===== config.mk =====
export PLATFORM = sky130hd
export DESIGN_NAME = booth_signed_multiplier_flat
export DESIGN_NICKNAME = d
export VERILOG_FILES = /design/src/rtl/core/bsm_pkg.sv /design/src/rtl/core/bsm_in_if.sv /design/src/rtl/core/bsm_out_if.sv /design/src/rtl/core/bsm_cell.sv /design/src/rtl/core/booth_signed_multiplier.sv /design/src/flat_wrapper.sv
export SDC_FILE = /design/constraint.sdc
export NUM_CORES = 1
export LEC_CHECK = 0
export BUFFER_PORTS_ARGS = -buffer_cell sky130_fd_sc_hd__buf_2
export CORE_MARGIN = 2
export CORE_UTILIZATION = 47
export CTS_CLUSTER_DIAMETER = 150
export DETAILED_ROUTE_END_ITERATION = 8
export PLACE_DENSITY = 0.69
export SLEW_MARGIN = 0
export SYNTH_ARGS = -nofsm -noshare
export SYNTH_HDL_FRONTEND = slang
export SYNTH_SLANG_ARGS = --single-unit
export TNS_END_PERCENT = 20

===== constraint.sdc =====
create_clock -name clk -period 6.5 [get_ports clk]
set_clock_uncertainty 0.2 [all_clocks]
set_input_delay 0.65 -clock clk [delete_from_list [all_inputs] [get_ports clk]]
set_output_delay 0.65 -clock clk [all_outputs]
set_load 0.005 [all_outputs]

===== src/rtl/core/bsm_pkg.sv =====
package bsm_pkg;

  localparam int WIDTH = 8;
  localparam int PROD_W = 2 * WIDTH;
  // The accumulator carries one sign-guard bit above the operand width.
  localparam int ACC_W = WIDTH + 1;
  localparam int CNT_W = $clog2(WIDTH);

  typedef enum logic [1:0] {
    ST_IDLE,
    ST_RUN,
    ST_HOLD
  } bsm_state_t;

  typedef struct packed {
    logic load;
    logic step;
    logic add_en;
    logic sub;
  } bsm_cell_ctl_t;

endpackage


===== src/rtl/core/bsm_in_if.sv =====
interface bsm_in_if;
  import bsm_pkg::*;

  logic                    valid;
  logic                    ready;
  logic signed [WIDTH-1:0] multiplicand;
  logic signed [WIDTH-1:0] multiplier;

  modport source (output valid, output multiplicand, output multiplier, input ready);
  modport sink   (input valid, input multiplicand, input multiplier, output ready);
endinterface


===== src/rtl/core/bsm_out_if.sv =====
interface bsm_out_if;
  import bsm_pkg::*;

  logic                     valid;
  logic                     ready;
  logic signed [PROD_W-1:0] product;

  modport source (output valid, output product, input ready);
  modport sink   (input valid, input product, output ready);
endinterface


===== src/rtl/core/bsm_cell.sv =====
module bsm_cell (
  input  logic                   clk,
  input  bsm_pkg::bsm_cell_ctl_t ctl,
  input  logic                   m_load,
  input  logic                   cin,
  output logic                   cout,
  input  logic                   s_left,
  output logic                   s_out,
  output logic                   a_out
);
  import bsm_pkg::*;

  logic a_r;
  logic m_r;
  logic b;
  logic sum;

  // One bit slice of the accumulator: add or subtract the multiplicand bit,
  // then take the left neighbor's result for the arithmetic right shift.
  assign b     = m_r ^ ctl.sub;
  assign sum   = a_r ^ b ^ cin;
  assign cout  = (a_r & b) | (a_r & cin) | (b & cin);
  assign s_out = ctl.add_en ? sum : a_r;
  assign a_out = a_r;

  always_ff @(posedge clk) begin
    if (ctl.load) begin
      a_r <= 1'b0;
      m_r <= m_load;
    end else if (ctl.step) begin
      a_r <= s_left;
    end
  end

endmodule


===== src/rtl/core/booth_signed_multiplier.sv =====
// Radix-2 Booth multiplier for signed two's-complement operands of WIDTH bits,
// returning the exact signed product of 2*WIDTH bits. The accumulator is a
// row of WIDTH+1 bit cells that add or subtract the multiplicand and shift
// right together, one Booth step per clock. An item is taken in by an input
// transfer, runs through the cell row and then moves into the output
// register, and one item is in flight at a time. A finished product waits in
// the output register while the next item is taken in.
module booth_signed_multiplier (
  input  logic clk,
  input  logic rst_n,
  bsm_in_if.sink    in_if,
  bsm_out_if.source out_if
);
  import bsm_pkg::*;

  bsm_state_t  state_r, state_nxt;
  logic [CNT_W-1:0] cnt_r, cnt_nxt;
  logic [WIDTH-1:0] q_r;
  logic             q1_r;
  logic             out_valid_r, out_valid_nxt;
  logic [PROD_W-1:0] out_product_r;

  bsm_cell_ctl_t ctl;
  logic          in_xfer;
  logic          hold_load;
  logic          last_step;
  logic [ACC_W:0]   carry;
  logic [ACC_W-1:0] s_bits;
  logic [ACC_W-1:0] a_bits;
  logic [ACC_W-1:0] m_ext;

  assign in_xfer   = in_if.valid && in_if.ready;
  assign last_step = (cnt_r == CNT_W'(WIDTH - 1));
  assign m_ext     = {in_if.multiplicand[WIDTH-1], in_if.multiplicand};
  assign carry[0]  = ctl.sub;

  genvar i;
  generate
    for (i = 0; i < ACC_W; i++) begin : g_cell
      logic s_left;
      if (i == ACC_W - 1) begin : g_top
        assign s_left = s_bits[i];
      end else begin : g_mid
        assign s_left = s_bits[i+1];
      end
      bsm_cell u_cell (
        .clk    (clk),
        .ctl    (ctl),
        .m_load (m_ext[i]),
        .cin    (carry[i]),
        .cout   (carry[i+1]),
        .s_left (s_left),
        .s_out  (s_bits[i]),
        .a_out  (a_bits[i])
      );
    end
  endgenerate

  always_comb begin
    state_nxt     = state_r;
    cnt_nxt       = cnt_r;
    out_valid_nxt = out_valid_r;
    in_if.ready   = 1'b0;
    hold_load     = 1'b0;
    ctl.load      = 1'b0;
    ctl.step      = 1'b0;
    // Pair 10 subtracts, pair 01 adds, equal pairs leave the accumulator.
    ctl.add_en    = q_r[0] ^ q1_r;
    ctl.sub       = q_r[0];

    if (out_valid_r && out_if.ready) begin
      out_valid_nxt = 1'b0;
    end

    unique case (state_r)
      ST_IDLE: begin
        in_if.ready = 1'b1;
        if (in_xfer) begin
          ctl.load  = 1'b1;
          cnt_nxt   = '0;
          state_nxt = ST_RUN;
        end
      end
      ST_RUN: begin
        ctl.step = 1'b1;
        cnt_nxt  = cnt_r + CNT_W'(1);
        if (last_step) begin
          cnt_nxt   = '0;
          state_nxt = ST_HOLD;
        end
      end
      ST_HOLD: begin
        if (!out_valid_r || out_if.ready) begin
          hold_load     = 1'b1;
          out_valid_nxt = 1'b1;
          state_nxt     = ST_IDLE;
        end
      end
      default: begin
        state_nxt = ST_IDLE;
      end
    endcase
  end

  always_ff @(posedge clk) begin
    if (!rst_n) begin
      state_r     <= ST_IDLE;
      cnt_r       <= '0;
      out_valid_r <= 1'b0;
    end else begin
      state_r     <= state_nxt;
      cnt_r       <= cnt_nxt;
      out_valid_r <= out_valid_nxt;
    end
  end

  always_ff @(posedge clk) begin
    if (ctl.load) begin
      q_r  <= in_if.multiplier;
      q1_r <= 1'b0;
    end else if (ctl.step) begin
      q1_r <= q_r[0];
      q_r  <= {s_bits[0], q_r[WIDTH-1:1]};
    end
    if (hold_load) begin
      out_product_r <= {a_bits[WIDTH-1:0], q_r};
    end
  end

  assign out_if.valid   = out_valid_r;
  assign out_if.product = out_product_r;

  // The step counter only runs while the cell row is busy.
  a_cnt_idle: assert property (@(posedge clk) disable iff (!rst_n)
    (state_r != ST_RUN) |-> (cnt_r == '0))
    else $error("step counter not cleared outside the run phase");

  // A new product appears only out of the hold state.
  a_out_src: assert property (@(posedge clk) disable iff (!rst_n)
    $rose(out_valid_r) |-> $past(state_r == ST_HOLD))
    else $error("output became valid without a finished product");

  // A finished product always fits in 2*WIDTH bits, so the guard bit is redundant.
  a_guard: assert property (@(posedge clk) disable iff (!rst_n)
    (state_r == ST_HOLD) |-> (a_bits[ACC_W-1] == a_bits[WIDTH-1]))
    else $error("accumulator guard bit disagrees with product sign");

  // After an input transfer the row runs exactly WIDTH steps.
  a_run_len: assert property (@(posedge clk) disable iff (!rst_n)
    (state_r == ST_RUN && last_step) |=> (state_r == ST_HOLD))
    else $error("run phase did not end after the last step");

endmodule


===== src/flat_wrapper.sv =====
// flat-port wrapper written by rule: the top's interface ports become plain ports
module booth_signed_multiplier_flat import bsm_pkg::*;
  (clk, rst_n, in_if_valid, in_if_multiplicand, in_if_multiplier, in_if_ready, out_if_valid, out_if_product, out_if_ready);
  bsm_in_if in_if_i ();
  bsm_out_if out_if_i ();
  input  logic clk;
  input  logic rst_n;
  input wire logic [$bits(in_if_i.valid)-1:0] in_if_valid;
  input wire logic [$bits(in_if_i.multiplicand)-1:0] in_if_multiplicand;
  input wire logic [$bits(in_if_i.multiplier)-1:0] in_if_multiplier;
  output wire logic [$bits(in_if_i.ready)-1:0] in_if_ready;
  output wire logic [$bits(out_if_i.valid)-1:0] out_if_valid;
  output wire logic [$bits(out_if_i.product)-1:0] out_if_product;
  input wire logic [$bits(out_if_i.ready)-1:0] out_if_ready;
  assign in_if_i.valid = in_if_valid;
  assign in_if_i.multiplicand = in_if_multiplicand;
  assign in_if_i.multiplier = in_if_multiplier;
  assign in_if_ready = in_if_i.ready;
  assign out_if_valid = out_if_i.valid;
  assign out_if_product = out_if_i.product;
  assign out_if_i.ready = out_if_ready;
  booth_signed_multiplier u_core (.clk(clk), .rst_n(rst_n), .in_if(in_if_i), .out_if(out_if_i));
endmodule

==> results of run 1 <==
==> cells by family (layout without fill, tap and decap cells) <==
logic type	count (synthesis)	after routing
AND/OR/NAND/NOR	61	61
flip-flops	47	47
AO/OA/AOI/OAI	17	17
buffers and inverters	16	56
adder cells (fa/ha/maj)	10	10
XOR/XNOR	9	9
multiplexers	3	3
==> path summary, 6_finish.rpt <==
| path | start | to | slack (ns) | cells past startpoint |
|---|---|---|---|---|
| hold reg to reg | u_core.g_cell[2].u_cell.a_out$_SDFFE_PP0P_ | u_core.out_if.product[10]$_DFFE_PP_ | 0.23 | 0 |
| setup / recovery | u_core.q_r[0]$_DFFE_PP_ | u_core.g_cell[6].u_cell.a_out$_SDFFE_PP0P_ | 2.13 | 11 |
| hold / removal | u_core.g_cell[2].u_cell.a_out$_SDFFE_PP0P_ | u_core.out_if.product[10]$_DFFE_PP_ | 0.23 | 0 |
| setup reg to reg | u_core.q_r[0]$_DFFE_PP_ | u_core.g_cell[6].u_cell.a_out$_SDFFE_PP0P_ | 2.13 | 11 |
==> sequential cells by signal, summed over array words and instances, names as in the netlist <==
| register | flops |
|---|---|
| u_core.cnt_r | 3 |
| u_core.g_cell.u_cell.a_out | 8 |
| u_core.g_cell.u_cell.m_r | 8 |
| u_core.out_if.product | 16 |
| u_core.out_if.valid | 1 |
| u_core.q1_r | 1 |
| u_core.q_r | 8 |
| u_core.state_r | 2 |
==> report_power, final <==
group | switching, W | leakage (nW) | total (W) | internal (W)
combinational | 0.0000861 | 0.471 | 0.000155 | 0.0000689
clock | 0.0000912 | 0.0426 | 0.000165 | 0.0000740
sequential | 0.0000250 | 0.427 | 0.000384 | 0.000359
==> area by class of cell <==
class,count,area (um^2),area share (%)
Clock buffer,6,72.6,3.08
Inverter,10,42.5,1.80
Multi-Input combinational cell,100,717,30.4
Tap cell,52,65.1,2.76
Sequential cell,47,1260,53.4
Timing Repair Buffer,38,193,8.17
Clock inverter,2,8.76,0.371
==> layout by cell type, fill, tap and decap left out, types with 5 or more instances in the layout <==
cell type  count
buf_2         37
nand2_1       36
edfxtp_1      32
dfxtp_1       15
inv_1          9
fa_1           8
xnor2_1        6
nor3_1         5
a31o_1         5
nand3_1        5
clkbuf_8       5
==> stage by stage <==
| stage | instance area [um^2] | hold slack, ns | utilization (%) | worst slack (ns) | cells |
|---|---|---|---|---|---|
| 2_1_floorplan | 2070 | 0.208 | - | 2.46 | 163 |
| 3_3_place_gp | 2280 | 0.215 | 53.1 | 2.30 | 247 |
| 3_5_place_dp | 2280 | 0.221 | 53.1 | 2.11 | 247 |
| 4_1_cts | 2360 | 0.238 | 55.0 | 2.10 | 255 |
| 5_1_grt | 2360 | 0.246 | 55.0 | 1.94 | 255 |
| 6_report | 2360 | 0.235 | 55.0 | 2.13 | 255 |
==> per-layer routing <==
metal | routed length, um | up-vias | track usage, %
met2 | 1930 | 36 | 28.3
li1 | - | 630 | -
met1 | 1400 | 622 | 16.9
met3 | 187 | 7 | 4.47
met5 | 0 | - | 0
met4 | 68 | 0 | 7.69
==> worst register-to-register path, delay by kind of cell (launching register included) <==
kind                     cells  cell delay (ns)
AO/OA/AOI/OAI                1             0.22
XOR/XNOR                     1             0.27
adder cells (fa/ha/maj)      7             2.73
buffers and inverters        1             0.05
flip-flops                   1             0.76
AND/OR/NAND/NOR              1             0.05
==> summary.txt, run 1 <==
first-pass GRT wire length -> 6.00 mm
# H-tree levels -> 2
worst min-delay path class -> register to register
Max stage delay on crit path -> 0.76 ns
ys flop type -> edfxtp_1
leading area contributor after synthesis -> edfxtp_1
Final nets -> 232
post-synth top area share -> 46.5%
max_cap viols -> 0
compound-gate portion of the synthesized area -> 5.99%
CTS Sinks -> 47
Post-synth EDFFs -> 32
most frequent CP cell -> fa_1
1st-iter DRT viols -> 95
register area share after synthesis -> 61.0%
Slew Viols, Final -> 0
Vias/cell -> 5.08
worst slew pin tran -> 0.727 ns
final RePlAce weighted congestion -> 0.826
starting density of the core -> 48.2%
Worst setup EP type -> register
average size of a mapped cell -> 12.7 um^2
mux cell area share after synthesis -> 1.51%
Synth Area in Adders -> 8.95%
CTS tree -> yes
Max VDD drop -> 0.119 mV
root buf cell -> clkbuf_8
crit share post-route -> 67.3%
die width -> 70.3 um
Net Count, Synth -> 193
area of the die -> 0.00495 mm^2
cell row count -> 24
worst path bufs/invs -> 1
pin count of the biggest net entering global routing -> 25
post-route ant nets -> 0
Setup CP Type -> register to register
gr usage total -> 15.8%
top-count cell post-synth -> nand2_1
hold_buf cts -> 0
Synth Area in Simple Gates -> 13.5%
Core Region -> 0.00429 mm^2
Post-Syn Instances -> 163
cell family with most CP delay -> adder cells
Skew-Pair Late Insertion Delay -> 0.30 ns
Vias -> 1295
clk buf depth -> 2
vias in the first global route -> 1352
Power Dens Cells -> 298 mW/mm^2
WP data arrival -> 4.36 ns
Area Growth Syn to Fin -> 14.1%
min cycle time layout -> 4.37 ns
setup TNS -> 0 ns
quantity of I/O buffers inserted on ports -> 37
DP HPWL -> 2.59 mm
share of cells above drive strength 1 -> 23.2%
Post-CTS Setup Inserts -> 0
I/O pins -> 38
largest family of logic cells by synthesized area -> simple AND/OR/NAND/NOR gates
# diodes -> 0
distinct cell type count of the synthesized netlist -> 36
# DRC -> 0
Warnings, synthesis -> 0
relative max-transition margin -> 51.3%
router iterations before antenna repair -> 4
Final Setup Violations -> 0
startpoint types -> register
Lkg Pwr -> 0.941 nW
Final Hold Viols -> 0
DIE HEIGHT -> 70.3 um
CTS Buf Count -> 5
fillers -> 375
initial antenna violation count -> 0
post-synthesis async set-or-reset flop share -> 0%
CP required -> 6.49 ns
xor-xnor portion of the synthesized cell area -> 4.72%
crit-path cells -> xor2_1 > fa_1 > inv_1 > fa_1 > fa_1 > fa_1 > fa_1 > fa_1 > fa_1 > nand2_1 > a31o_1
Synth Cell Area -> 0.00207 mm^2
status -> completed
final wirelength -> 3.58 mm
Routed wire per std cell -> 14.1 um
RSZ-0062 raised after global routing -> false
synth top area cells -> edfxtp_1 (46%), dfxtp_1 (15%), fa_1 (7.7%)
Max FO, Critical Path -> 12
clock-pin transition on the worst setup and hold timing paths -> 0.09 ns
Final Power -> 0.000704 W
max frequency -> 0.229 GHz
Post-CTS Resized -> 0
#FFs+latches synth -> 47
global route overflow -> 0
critical-path cell with the highest stage delay -> edfxtp_1
commonest cells in the netlist -> nand2_1 (36), edfxtp_1 (32), dfxtp_1 (15)
Power figures use the tool's default switching activity.
==> run 2: changes to the inputs <==
PLACE_DENSITY = 0.72   (was 0.69)
clock period = 3.96 ns   (was 6.5 ns; I/O delays follow)
==> summary.txt, run 2 (synthesized netlist as in run 1, its figures left out) <==
share of cells above drive strength 1 -> 25.5% (+2.3 points)
worst min-delay path class -> input pin to register
Lkg Pwr -> 0.970 nW (+3.1%)
Skew-Pair Late Insertion Delay -> 0.29 ns (about the same)
Final Setup Violations -> 0 (unchanged)
1st-iter DRT viols -> 50 (-47%)
Multi-input gate area -> 729 um^2 (+1.7%)
Post-CTS Setup Inserts -> 0 (unchanged)
Routed wire per std cell -> 12.3 um (-13%)
GR Util met3 -> 5.05% (+0.58 points)
max frequency -> 0.262 GHz (+14%)
CTS Buf Count -> 5 (unchanged)
quantity of I/O buffers inserted on ports -> 37 (unchanged)
CTS Sinks -> 47 (unchanged)
Post-CTS Resized -> 0 (unchanged)
status -> completed
Area Growth Syn to Fin -> 17.7%
Setup CP Type -> register to register
root buf cell -> clkbuf_8
Core Region -> 0.00429 mm^2 (unchanged)
clk buf depth -> 2 (unchanged)
min cycle time layout -> 3.82 ns (-0.553 ns)
Slew Viols, Final -> 0 (unchanged)
# H-tree levels -> 2 (unchanged)
# diodes -> 0 (unchanged)
vias in the first global route -> 1102 (-18%)
CP required -> 3.94 ns (-2.55 ns)
RSZ-0062 raised after global routing -> false
starting density of the core -> 48.2% (unchanged)
hold_buf cts -> 0 (unchanged)
Vias/cell -> 4.83 (-4.9%)
Worst setup EP type -> register
M2 GR Usage -> 20.1% (-8.2 points)
startpoint types -> register
DIE HEIGHT -> 70.3 um (unchanged)
Final nets -> 233 (+0.43%)
gr usage total -> 13.3% (-2.5 points)
commonest non-fill, non-tap cells in the layout -> buf_2 (37), nand2_1 (36), edfxtp_1 (32)
crit share post-route -> 96.5% (+29 points)
Vias -> 1236 (-4.6%)
pin count of the biggest net entering global routing -> 25 (unchanged)
Max FO, Critical Path -> 4 (-8)
WP data arrival -> 3.80 ns (-0.56 ns)
clock-pin transition on the worst setup and hold timing paths -> 0.07 ns (-0.02 ns)
worst slew pin tran -> 0.736 ns (+0.00891 ns)
I/O pins -> 38 (unchanged)
post-route ant nets -> 0 (unchanged)
initial antenna violation count -> 0 (unchanged)
WHS -> 0.0777 ns (-0.157 ns)
DP HPWL -> 2.23 mm (-14%)
commonest non-fill, non-tap cell in the layout -> buf_2
cell row count -> 24 (unchanged)
final setup margin -> 0.138 ns (-1.99 ns)
die width -> 70.3 um (unchanged)
Largest register FFs -> 16 (unchanged)
Power Dens Cells -> 524 mW/mm^2 (+76%)
fillers -> 352 (-6.1%)
setup TNS -> 0 ns (unchanged)
global route overflow -> 0 (unchanged)
register area -> 0.00126 mm^2 (unchanged)
# DRC -> 0 (unchanged)
first-pass GRT wire length -> 5.08 mm (-15%)
max_cap viols -> 0 (unchanged)
area of the die -> 0.00495 mm^2 (unchanged)
global route hottest layer -> met2
relative max-transition margin -> 50.7% (-0.60 points)
Final Hold Viols -> 0 (unchanged)
final wirelength -> 3.14 mm (-12%)
final RePlAce weighted congestion -> 0.749 (-9.4%)
router iterations before antenna repair -> 4 (unchanged)
M1 GR Usage -> 17.9% (+1.0 points)
Max VDD drop -> 0.303 mV (+160%)
worst slack at placement -> 0.0737 ns (-2.03 ns)
CTS tree -> yes
==> run 2: changes by cell type in the layout (fill, tap and decap cells not counted), sizes merged <==
cell | before | now
buf | 38 | 39
clkinv | 3 | 1
bufinv | 0 | 2
==> run 2: metrics by stage <==
step | utilization (%) | cell area (um^2) | std cells | power, W
after global placement | 53.5 | 2300 | 248 | 0.000882
after floorplan | - | 2080 | 163 | 0.000838
after CTS | 56.6 | 2430 | 256 | 0.00129
final | 56.7 | 2430 | 256 | 0.00128
after global routing | 56.7 | 2430 | 256 | 0.00136
after detailed placement | 53.5 | 2300 | 248 | 0.000888
==> run 2: metal layers <==
layer / wire [um] / up-vias / part of all wire [%]
met2: 1450 / 33 / 46
li1: - / 630 / -
met4: 40 / 0 / 1.3
met3: 168 / 5 / 5.4
met1: 1480 / 568 / 47
met5: 0 / - / 0
==> run 2: cell type report <==
type,instances,area share [%]
timing repair buffer,39,8.38
inverter,10,1.75
sequential,47,51.8
multi-input combinational,100,30.0
clock inverter,2,2.47
clock buffer,6,2.98
tap,52,2.67
==> run 2: worst paths after layout <==
path / slack (ns) / start / endpoint / depth (start not counted)
max: 0.14 / u_core.q_r[0]$_DFFE_PP_ / u_core.g_cell[6].u_cell.a_out$_SDFFE_PP0P_ / 11
min: 0.08 / in_if_multiplicand[1] / u_core.g_cell[1].u_cell.m_r$_DFFE_PP_ / 1
max reg2reg: 0.14 / u_core.q_r[0]$_DFFE_PP_ / u_core.g_cell[6].u_cell.a_out$_SDFFE_PP0P_ / 11
min reg2reg: 0.23 / u_core.g_cell[2].u_cell.a_out$_SDFFE_PP0P_ / u_core.out_if.product[10]$_DFFE_PP_ / 0
==> run 2: critical path, cell delays in order, from the launching register on <==
cell and delay, ns:
edfxtp_1 0.47, xor2_2 0.18, fa_1 0.18, inv_1 0.05, fa_1 0.39, fa_1 0.40
fa_2 0.34, fa_1 0.38, fa_2 0.37, fa_1 0.48, nand2_1 0.04, a31o_1 0.22
==> run 2: where the power goes <==
part           leakage [nW]  internal (W)  switching (W)
Combinational         0.478      0.000114       0.000141
Clock                0.0654      0.000252       0.000144
Sequential            0.427      0.000589      0.0000354
==> run 3: changes to the inputs <==
CAP_MARGIN = 20   (was not set)
CTS_BUF_LIST = sky130_fd_sc_hd__clkbuf_8   (was not set)
==> summary.txt, run 3 (synthesized netlist as in run 1, its figures left out) <==
initial antenna violation count -> 0 (unchanged)
clock-pin transition on the worst setup and hold timing paths -> 0.07 ns (about the same)
# H-tree levels -> 2 (unchanged)
Final Setup Violations -> 0 (unchanged)
CP required -> 3.94 ns (about the same)
Power Dens Cells -> 523 mW/mm^2 (-0.19%)
pin count of the biggest net entering global routing -> 25 (unchanged)
CTS tree -> yes
Worst setup EP type -> register
router iterations before antenna repair -> 4 (unchanged)
worst slack at placement -> 0.0737 ns (unchanged)
share of cells above drive strength 1 -> 25.5% (unchanged)
commonest non-fill, non-tap cell in the layout -> buf_2
Final Hold Viols -> 0 (unchanged)
cell row count -> 24 (unchanged)
Largest register FFs -> 16 (unchanged)
min cycle time layout -> 3.82 ns (unchanged)
worst slew pin tran -> 0.736 ns (unchanged)
post-route ant nets -> 0 (unchanged)
root buf cell -> clkbuf_8
max_cap viols -> 0 (unchanged)
I/O pins -> 38 (unchanged)
final RePlAce weighted congestion -> 0.749 (unchanged)
max frequency -> 0.262 GHz (unchanged)
Setup CP Type -> register to register
quantity of I/O buffers inserted on ports -> 37 (unchanged)
die width -> 70.3 um (unchanged)
# diodes -> 0 (unchanged)
area of the die -> 0.00495 mm^2 (unchanged)
hold path startpoint -> in_if_multiplicand[1]
first-pass GRT wire length -> 5.08 mm (unchanged)
Max VDD drop -> 0.302 mV (-0.43%)
global route overflow -> 0 (unchanged)
CTS Buf Count -> 5 (unchanged)
Final nets -> 233 (unchanged)
vias in the first global route -> 1102 (unchanged)
relative max-transition margin -> 50.7% (unchanged)
crit share post-route -> 96.5% (unchanged)
Core Region -> 0.00429 mm^2 (unchanged)
WP data arrival -> 3.80 ns (about the same)
DP HPWL -> 2.23 mm (unchanged)
CTS Sinks -> 47 (unchanged)
Post-CTS Setup Inserts -> 0 (unchanged)
Lkg Pwr -> 0.975 nW (+0.43%)
setup TNS -> 0 ns (unchanged)
final wirelength -> 3.14 mm (unchanged)
hold_buf cts -> 0 (unchanged)
Crit Reg-Reg Startpoint -> u_core.q_r[0]$_DFFE_PP_
commonest non-fill, non-tap cells in the layout -> buf_2 (37), nand2_1 (36), edfxtp_1 (32)
Crit. Startpoint -> u_core.q_r[0]$_DFFE_PP_
Max FO, Critical Path -> 4 (unchanged)
Non-Filler Instances -> 256 (unchanged)
WHS -> 0.0778 ns (+0.0000660 ns)
# DRC -> 0 (unchanged)
status -> completed
Routed wire per std cell -> 12.3 um (unchanged)
cell total after placement -> 248 (unchanged)
final setup margin -> 0.138 ns (unchanged)
1st-iter DRT viols -> 52 (+4.0%)
worst min-delay path class -> input pin to register
RSZ-0062 raised after global routing -> false
clk buf depth -> 2 (unchanged)
Vias -> 1236 (unchanged)
startpoint types -> register
Slew Viols, Final -> 0 (unchanged)
Vias/cell -> 4.83 (unchanged)
Skew-Pair Late Insertion Delay -> 0.29 ns (about the same)
starting density of the core -> 48.2% (unchanged)
Area Growth Syn to Fin -> 17.7% (unchanged)
gr usage total -> 13.3% (unchanged)
DIE HEIGHT -> 70.3 um (unchanged)
## run 3: changes by cell type in the layout (fill, tap and decap cells not counted), sizes merged
cell    previous run  this run
inv                9        10
clkbuf             6         5
## run 3: worst paths after layout
kind | slack [ns] | to | cells after the start
min reg2reg | 0.24 | u_core.out_if.product[10]$_DFFE_PP_ | 0
max | 0.14 | u_core.g_cell[6].u_cell.a_out$_SDFFE_PP0P_ | 11
max reg2reg | 0.14 | u_core.g_cell[6].u_cell.a_out$_SDFFE_PP0P_ | 11
min | 0.08 | u_core.g_cell[1].u_cell.m_r$_DFFE_PP_ | 1
## run 3: cell type report
class	count	area (um^2)
fillers	352	1860
flip-flops and latches	47	1260
multi-input cells	100	729
repair buffers	39	204
clock buffers	5	68.8
well taps	52	65.1
clock inverters	3	63.8
inverters	10	42.5
## run 3: critical path, cell delays in order, from the launching register on
cell and delay, ns:
edfxtp_1 0.47, xor2_2 0.18, fa_1 0.18, inv_1 0.05
fa_1 0.39, fa_1 0.40, fa_2 0.34, fa_1 0.38
fa_2 0.37, fa_1 0.48, nand2_1 0.04, a31o_1 0.22
## run 3: per-layer routing
metal,up-vias,global-route usage (%),part of all wire [%]
met4,0,3.85,1.3
met3,5,5.05,5.4
met5,-,0,0
met1,568,17.9,47
met2,33,20.1,46
li1,630,-,-
## run 3: power by group
part	leakage, nW	total [W]	switching (W)	internal, W
Sequential	0.427	0.000625	0.0000354	0.000589
Clock	0.0695	0.000393	0.000144	0.000249
Combinational	0.478	0.000255	0.000141	0.000114
Total	0.975	0.00127	0.000320	0.000953
## run 3: stage by stage
| stage | cell area (um^2) | power [W] | utilization [%] |
|---|---|---|---|
| final | 2430 | 0.00127 | 56.7 |
| after global routing | 2430 | 0.00136 | 56.7 |
| after CTS | 2430 | 0.00129 | 56.6 |
| after detailed placement | 2300 | 0.000888 | 53.5 |
| after global placement | 2300 | 0.000882 | 53.5 |
| after floorplan | 2080 | 0.000838 | - |
## run 3: what timing repair did
action,in CTS,in global routing
hold endpoints to repair,0,0
endpoints found under the setup margin,0,1
gates resized for setup,0,2
